File: config.mk
export PLATFORM = sky130hd
export DESIGN_NAME = shiprr_ram
export DESIGN_NICKNAME = d
export VERILOG_FILES = /design/src/hdl/shiprr_ram.sv
export SDC_FILE = /design/constraint.sdc
export NUM_CORES = 2
export LEC_CHECK = 0
export BUFFER_PORTS_ARGS = -buffer_cell sky130_fd_sc_hd__buf_4
export CORE_MARGIN = 2
export CORE_UTILIZATION = 40
export DETAILED_ROUTE_END_ITERATION = 8
export GPL_TIMING_DRIVEN = 1
export PLACE_DENSITY = 0.61
export RECOVER_POWER = 25
export REMOVE_ABC_BUFFERS = 1
export SLEW_MARGIN = 20
export SYNTH_ARGS = -nofsm -noshare
export SYNTH_HDL_FRONTEND = slang
export SYNTH_SLANG_ARGS = --single-unit
File: constraint.sdc
create_clock -name clk -period 3.45 [get_ports clk]
set_clock_uncertainty 0.15 [all_clocks]
set_input_delay 0.345 -clock clk [delete_from_list [all_inputs] [get_ports clk]]
set_output_delay 0.345 -clock clk [all_outputs]
set_load 0.005 [all_outputs]
File: src/hdl/shiprr_ram.sv
module shiprr_ram #(
  parameter int WIDTH = 8,
  parameter int DEPTH = 256
) (
  input  logic                                      clk,
  input  logic                                      we,
  input  logic [((DEPTH > 1) ? $clog2(DEPTH) : 1)-1:0] waddr,
  input  logic [WIDTH-1:0]                          wdata,
  input  logic                                      re,
  input  logic [((DEPTH > 1) ? $clog2(DEPTH) : 1)-1:0] raddr,
  output logic [WIDTH-1:0]                          rdata
);

  logic [WIDTH-1:0] mem_r [DEPTH];
  logic [WIDTH-1:0] rdata_r;

  always_ff @(posedge clk) begin
    if (we) begin
      mem_r[waddr] <= wdata;
    end
    if (re) begin
      rdata_r <= mem_r[raddr];
    end
  end

  assign rdata = rdata_r;

endmodule

==> results.yml <==
die:
  die_w_um: 450.2
  rows: 163
  die_area_um2: 202700
  ioPinCount: 35
  die-height_um: 450.2
  start_util_pct: 40.30
  fp.coreArea_um2: 197600
yosys:
  synth_seq_cells: 2056
  synth_edf_count: 2056
  yosysUniqueCellTypes: 54
  syn_inst: 3733
  synth_area_um2: 79640
  ys_warn_count: 0
  seq_area_frac_synth_pct: 77.53
  synth_ff_type: "edfxtp_1"
  synth.avg_cell_area_um2: 21.33
  async_flop_share_pct: 0
global_route:
  grt_start_max_net_pins: 109
  grt_pass1_vias: 40510
  grt_overflow: 0
  antenna_found_initial: 9
  grt_usage_pct: 19.70
  grt_pass1_wl_um: 290800
sta:
  final.setup.tns_ps: 0
  fmax_mhz: 308.2
  worstMarginPinSlew_ps: 2739
  period_share_pct: 94.06
  hold_viol_final: 0
  finalSetupViolations: 0
  slew_headroom_pct: -82.61
  rsz0062_at_grt: "false"
  drv_slew: 760
  holdWs_ps: 144.9
  period_needed_ps: 3245
worst_setup_path:
  crit_type: "register to register"
  crit_fanout: 1
  path_delay_family: "compound AO/OA/AOI/OAI gates"
  start_kind: "register"
  required_ps: 3840
  cp-end-kind: "register"
  worstPathCellList: "mux4_2, a22o_1, a221oi_1, o32ai_1, nor3_1, nor4_1"
  crit_buf_inv: 0
  cp_slowest_cell: "nor3_1"
  cp.arrival_ps: 3630
  slowest_delay_ps: 830
status:
  status: "finished with violations"
  violations: "capacitance limit, slew limit"
layout:
  drive_gt1_share_pct: 28.16
  fillCellCount: 16220
  fin_nets: 4242
  final_core_util_pct: 46.72
  area.growth.synth_to_final_pct: 15.94
clock_network:
  cts_resized: 0
  clockBufferDepth: 3
  clockRootBuffer: "clkbuf_16"
  clk_latency_ps: 840
  cts_tree: "done"
  cts_made_buffers: 204
  cts_sinks: 2056
  htreeDepth: 4
  clkTransAtPathRegs_ps: 60
place:
  dp_hpwl_um: 128100
  gp_congestion: 0.8273
  port_buffers: 34
job:
  max_cap_viol_count: 8
power:
  ir_drop_mv: 0.4701
  leakage_nw: 29.09
  p_per_area_nw_per_um2: 559.5
drt:
  routed_via_density: 5.673
  routed_wl_um: 201200
  wl_per_cell_um: 28.65
  dr.pass1.iters: 6
  drt_iter0_markers: 4425
  drcViolationCount: 0
  ant_nets: 0
  dr_total_vias: 39840
min_path:
  worstHoldPathType: "input port to register"
[cell type report]
cell class / count / area [um^2] / area share [%]
Clock buffer: 256 / 5321 / 5.763
Antenna cell: 4 / 10.01 / 0.01084
Multi-Input combinational cell: 1442 / 16500 / 17.87
Inverter: 2 / 7.507 / 0.008131
Tap cell: 2640 / 3303 / 3.578
Sequential cell: 2056 / 61740 / 66.87
Timing Repair Buffer: 509 / 4374 / 4.738
Clock inverter: 113 / 1076 / 1.165
[through the flow]
step	instances	worst slack [ps]	area, um^2	total power, W
final	7022	205.0	92330	0.05166
after global routing	7021	127.1	92330	0.05311
after CTS	7018	257.2	92480	0.05206
after detailed placement	6638	-525.6	85970	0.03084
after global placement	6638	-484.1	85960	0.03081
after floorplan	3500	461.9	78190	0.02906
[synth_stat cells, drive strengths merged, types with 8 or more instances]
cell	instances	area share (%)
a21oi	96	0.60
nor2b	31	0.24
o21ai	12	0.075
o22ai	28	0.22
buf	122	1.3
nor2	282	1.3
mux4	456	13
a221oi	14	0.16
a22o	8	0.088
mux2i	134	1.7
nor3	22	0.14
o211ai	10	0.094
nand2b	8	0.063
a211oi	16	0.15
a22oi	133	1.3
clkbuf	111	0.52
o221ai	47	0.52
nand2	33	0.16
edfxtp	2056	78
nor4	27	0.24
nand3	34	0.21
nand4	10	0.079
[registers in the layout, indices dropped and copies added (netlist names)]
| register | cells |
|---|---|
| rdata | 8 |
| mem_r | 2048 |
[cell families (layout without fill, tap and decap cells)]
logic type	count (synthesis)	count (layout)	synth area share [%]
flip-flops	2056	2056	77.53
multiplexers	591	591	14.60
AND/OR/NAND/NOR	466	466	2.625
AO/OA/AOI/OAI	385	385	3.416
buffers and inverters	235	880	1.829
other	0	4	0
[report_power, final]
part	internal (W)	leakage, nW	total (W)	switching [W]
Sequential	0.0276	18.5	0.0276	0.0000411
Combinational	0.00102	7.52	0.00269	0.00167
Clock	0.0120	3.09	0.0214	0.00941
Total	0.0405	29.1	0.0517	0.0111
[repair_timing]
action | in CTS | in global routing
buffers inserted | 0 | 0
hold buffers | 11 | 0
hold endpoints to repair | 651 | 0
[layer usage]
layer  vias up  global-route usage [%]  part of all wire (%)
met5         -                       0                 0.011
met4         4                   5.967                   2.8
met3       290                   3.305                   7.3
met2      1591                   31.91                    49
met1     21270                   27.43                    41
li1      16680                       -                     -
[tightest hold or removal path: stages]
cell and delay [ps]:
buf_4 160, nand3_1 210, nor2_1 80, clkbuf_1 140
[cells in the final DEF, fill, tap and decap left out, drive strengths merged, types with 6 or more instances in the layout]
| cell type | count |
|---|---|
| nor3 | 22 |
| a22oi | 133 |
| a211oi | 16 |
| o22ai | 28 |
| mux2i | 134 |
| clkbuf | 280 |
| nand2b | 8 |
| nor4 | 27 |
| nor2 | 282 |
| nand4 | 10 |
| nor2b | 31 |
| nand3 | 34 |
| buf | 474 |
| a22o | 8 |
| mux4 | 456 |
| a21oi | 96 |
| nand2 | 33 |
| and2 | 6 |
| o21ai | 12 |
| clkinv | 81 |
| bufinv | 13 |
| a221oi | 14 |
| dlygate4sd3 | 11 |
| clkinvlp | 9 |
| o221ai | 47 |
| o211ai | 10 |
| edfxtp | 2056 |
| inv | 12 |
[path summary, 6_finish.rpt]
path                  from             to  slack [ps]  cells after the start
max          mem_r[211][5]       rdata[5]         210                      6
min               waddr[0]  mem_r[171][3]         140                      4
min reg2reg   mem_r[32][5]       rdata[5]        1060                      7
max reg2reg  mem_r[211][5]       rdata[5]         210                      6
Power figures use the tool's default switching activity.
