`src/hdl/shiprr_mod.sv`:
```
module shiprr_mod #(
  parameter int IN_W  = 32,
  parameter int MOD   = 4096,
  parameter int OUT_W = 12
) (
  input  logic             clk,
  input  logic             rst_n,
  input  logic             start,
  input  logic [IN_W-1:0]  value,
  output logic             done,
  output logic [OUT_W-1:0] result
);

  // Restoring remainder, four dividend bits per cycle from the top down.
  localparam int STEPS = (IN_W + 3) / 4;
  localparam int PW    = STEPS * 4;
  localparam int RW    = $clog2(MOD) + 2;
  localparam int CW    = $clog2(STEPS + 1);

  logic [PW-1:0] val_r;
  logic [RW-1:0] rem_r;
  logic [RW-1:0] rem_nxt;
  logic [CW-1:0] cnt_r;
  logic          busy_r;
  logic          done_r;

  always_comb begin
    rem_nxt = rem_r;
    for (int k = 0; k < 4; k++) begin
      rem_nxt = {rem_nxt[RW-2:0], val_r[PW-1-k]};
      if (rem_nxt >= RW'(MOD)) begin
        rem_nxt = rem_nxt - RW'(MOD);
      end
    end
  end

  always_ff @(posedge clk) begin
    if (!rst_n) begin
      busy_r <= 1'b0;
      done_r <= 1'b0;
    end else begin
      done_r <= 1'b0;
      if (start) begin
        val_r  <= PW'(value);
        rem_r  <= '0;
        cnt_r  <= CW'(STEPS - 1);
        busy_r <= 1'b1;
      end else if (busy_r) begin
        val_r <= val_r << 4;
        rem_r <= rem_nxt;
        cnt_r <= cnt_r - 1'b1;
        if (cnt_r == '0) begin
          busy_r <= 1'b0;
          done_r <= 1'b1;
        end
      end
    end
  end

  assign done   = done_r;
  assign result = OUT_W'(rem_r);

endmodule

```
`config.mk`:
```
export PLATFORM = sky130hd
export DESIGN_NAME = shiprr_mod
export DESIGN_NICKNAME = d
export VERILOG_FILES = /design/src/hdl/shiprr_mod.sv
export SDC_FILE = /design/constraint.sdc
export NUM_CORES = 1
export LEC_CHECK = 0
export BUFFER_PORTS_ARGS = -buffer_cell sky130_fd_sc_hd__buf_2
export CELL_PAD_IN_SITES_DETAIL_PLACEMENT = 1
export CELL_PAD_IN_SITES_GLOBAL_PLACEMENT = 2
export CORE_MARGIN = 4
export CORE_UTILIZATION = 35
export CTS_BUF_LIST = sky130_fd_sc_hd__clkbuf_16
export DETAILED_ROUTE_END_ITERATION = 10
export PLACE_DENSITY_LB_ADDON = 0.1
export REMOVE_ABC_BUFFERS = 1
export SLEW_MARGIN = 0
export SYNTH_ARGS = -nofsm -noshare
export SYNTH_HDL_FRONTEND = slang
export SYNTH_SLANG_ARGS = --single-unit
```
`constraint.sdc`:
```
create_clock -name clk -period 2.3 [get_ports clk]
set_input_delay 0 -clock clk [delete_from_list [all_inputs] [get_ports clk]]
set_output_delay 0 -clock clk [all_outputs]
set_load 0.03 [all_outputs]
```
==> impl_metrics.tcl <==
set metrics [dict create \
    status "finished, final reports clean" \
    reg2reg_slack_ps 1050 \
    r2r-end "cnt_r[3]" \
    final_cell_mix "48 x edfxtp_1, 47 x buf_2, 28 x mux2_2, 12 x nor2b_1" \
    fin_nets 209 \
    grt.overflow.total 0 \
    finalCritPeriodShare_pct 54.4 \
    p_total_mw 2.00 \
    path_clk_slew_ps 70 \
    die-area_mm2 0.00729 \
    dr_total_vias 1121 \
    die_h_um 85.4 \
    p_leak_nw 0.971 \
    swShare_pct 21.7 \
    fmaxAchievable_ghz 0.799 \
    yosys.area.top_type "edfxtp_1" \
    final_cell_area_mm2 0.00256 \
    crit_path_end "cnt_r[3]" \
    synth_edf_count 48 \
    ctsResizeCount 0 \
    cts-root-buf "clkbuf_16" \
    crit_path_max_fanout 4 \
    fin_util_pct 45.4 \
    slowest_stage "or4_4" \
    min_path_type "input port to flop" \
    worstMarginPinSlew_ps 446 \
    p_seq_share_pct 54.6 \
    final_common_cell "edfxtp_1" \
    clk_latency_ps 290 \
    synth_area_per_cell_um2 16.9 \
    pwr-share-clk_pct 36.1 \
    finalSetupTns_ps 0 \
    cp-start-kind "flop" \
    post_drt_wl_per_cell_um 14.0 \
    hold_buffers 4 \
    diodes 0 \
    drc_errors 0 \
    cts_max_path_buffers 2 \
    postCtsSetupBuffers 0 \
    p_sw_uw 433 \
    final.setup_skew_ps 4.22 \
    hold_viol 0 \
    rr_startpoint "cnt_r[2]" \
    drt_iter0_drc 67 \
    drt-total-wl_um 3440 \
    grt_pass1_wl_um 5770 \
    cts_buffers 5 \
    cts_max_level 2 \
    dr.pass1.iters 2 \
    vdd_drop_max_v 0.000371 \
    post-dp-hpwl_um 2410 \
    powerDensity_mw_per_mm2 782 \
    grt_max_degree 26 \
    worstPathArrival_ps 1400 \
    reg2reg_depth 2 \
    ys_types 19 \
    cpPeakStageDelay_ps 540 \
    slew_violations 0 \
    synthToLayoutAreaGrowth_pct 22.2 \
    clock_sinks 50 \
    dieWidth_um 85.4 \
    boundaryPins 48 \
    dpl_cell_area_mm2 0.00236 \
    grt_usage_pct 10.2 \
    via_per_inst 4.56 \
    ys_seq_area_share_pct 70.7 \
    startpoint "cnt_r[2]" \
    synth_ff_type "edfxtp_1" \
    min_period_ps 1250 \
    finalNonFillerCells 246 \
    synth_top_cell_area_share_pct 68.8 \
    endpoint_kind "flop" \
    grt_pass1_vias 1245 \
    relSlewSlack_pct 70.3 \
    core_mm2 0.00564 \
    critPathKind "flop to flop" \
    cts_tree "built" \
    std_cell_rows 27 \
    synth-seq-cells 50 \
    synthArstFlopShare_pct 0 \
    placedCellCount 233 \
    antenna_found_initial 0 \
    synth.cell_area_mm2 0.00209 \
    yosys-top-cells-area "edfxtp_1 69%, mux2_2 15%, nor2b_1 3.6%" \
    yosysWarningCount 0 \
    cap_violations 0 \
    comb_power_share_pct 9.4 \
    worstPathCellList "or4_4 -> a21oi_2" \
    place_congestion 0.620 \
    numPortBuffers 47 \
    crit_required_ps 2450 \
    setup_viol 0 \
    start_util_pct 37.1 \
    p_int_mw 1.57 \
    rsz0062_at_grt "no" \
    ant_nets 0 \
    postSynthCellCount 124 \
    layout-drive-gt1-share_pct 51.1 \
]
==> power by group through the flow <==
stage | logic, mW | registers [mW] | clock network (mW)
detailed placement | 0.186 | 1.11 | 0
CTS | 0.192 | 1.09 | 0.754
global route | 0.207 | 1.10 | 0.791
global placement | 0.178 | 1.11 | 0
finish | 0.188 | 1.09 | 0.722
floorplan | 0.0798 | 1.14 | 0
==> how the worst min path moves through the flow <==
stage | slack (ps) | cells past startpoint | startpoint | to
5_1_grt | 0.1 | 2 | value[29] | val_r[29]
4_1_cts | 1 | 2 | value[2] | val_r[2]
2_1_floorplan | 80 | 1 | start | done
6_report | 10 | 2 | value[29] | val_r[29]
3_5_place_dp | 280 | 3 | rst_n | busy_r
3_3_place_gp | 270 | 3 | rst_n | busy_r
==> Yosys cell counts (all sizes together), types with 2 or more instances <==
library cell and instances:
nor2b 12, dfxtp 2, mux2 28, nand2 2, inv 2, nor3b 2, clkbuf 2, and2 4
nand2b 3, buf 12, edfxtp 48
==> worst max-delay path, delay by kind of cell, from the launching register on <==
family          cells  cell delay, ps
simple gates        1             540
flops               1             440
compound gates      1             140
==> state kept, by name (all words and copies together), names as in the netlist <==
signal	count
rem_r	12
busy_r	1
cnt_r	4
done	1
val_r	32
==> cell families after synthesis <==
kind of cell | count (synthesis) | synth area share, %
compound gates | 4 | 1.37
xor+xnor | 1 | 0.418
fa+ha+maj | 1 | 0.597
buf+inv | 16 | 4.54
flops | 50 | 70.7
mux | 28 | 15.1
simple gates | 24 | 7.29
==> routing by layer <==
| layer | wire [um] | global-route usage (%) |
|---|---|---|
| met1 | 1370 | 11.5 |
| met2 | 1750 | 17.2 |
| met3 | 287 | 4.56 |
| met4 | 35 | 3.45 |
| met5 | 0 | 0 |
==> final cells by class <==
type / count / area [um^2]
Inverter: 2 / 7.51
Fill cell: 577 / 3080
Clock buffer: 5 / 125
Timing Repair Buffer: 56 / 315
Sequential cell: 50 / 1480
Multi-Input combinational cell: 58 / 519
Tap cell: 72 / 90.1
Clock inverter: 3 / 21.3
==> through the flow <==
stage,hold WS (ps),setup WS (ps)
2_1_floorplan,75.8,454
3_3_place_gp,265,992
3_5_place_dp,282,941
4_1_cts,0.962,1040
5_1_grt,0.132,950
6_report,9.68,1050
Note: power is estimated with default switching activity, not from simulation.
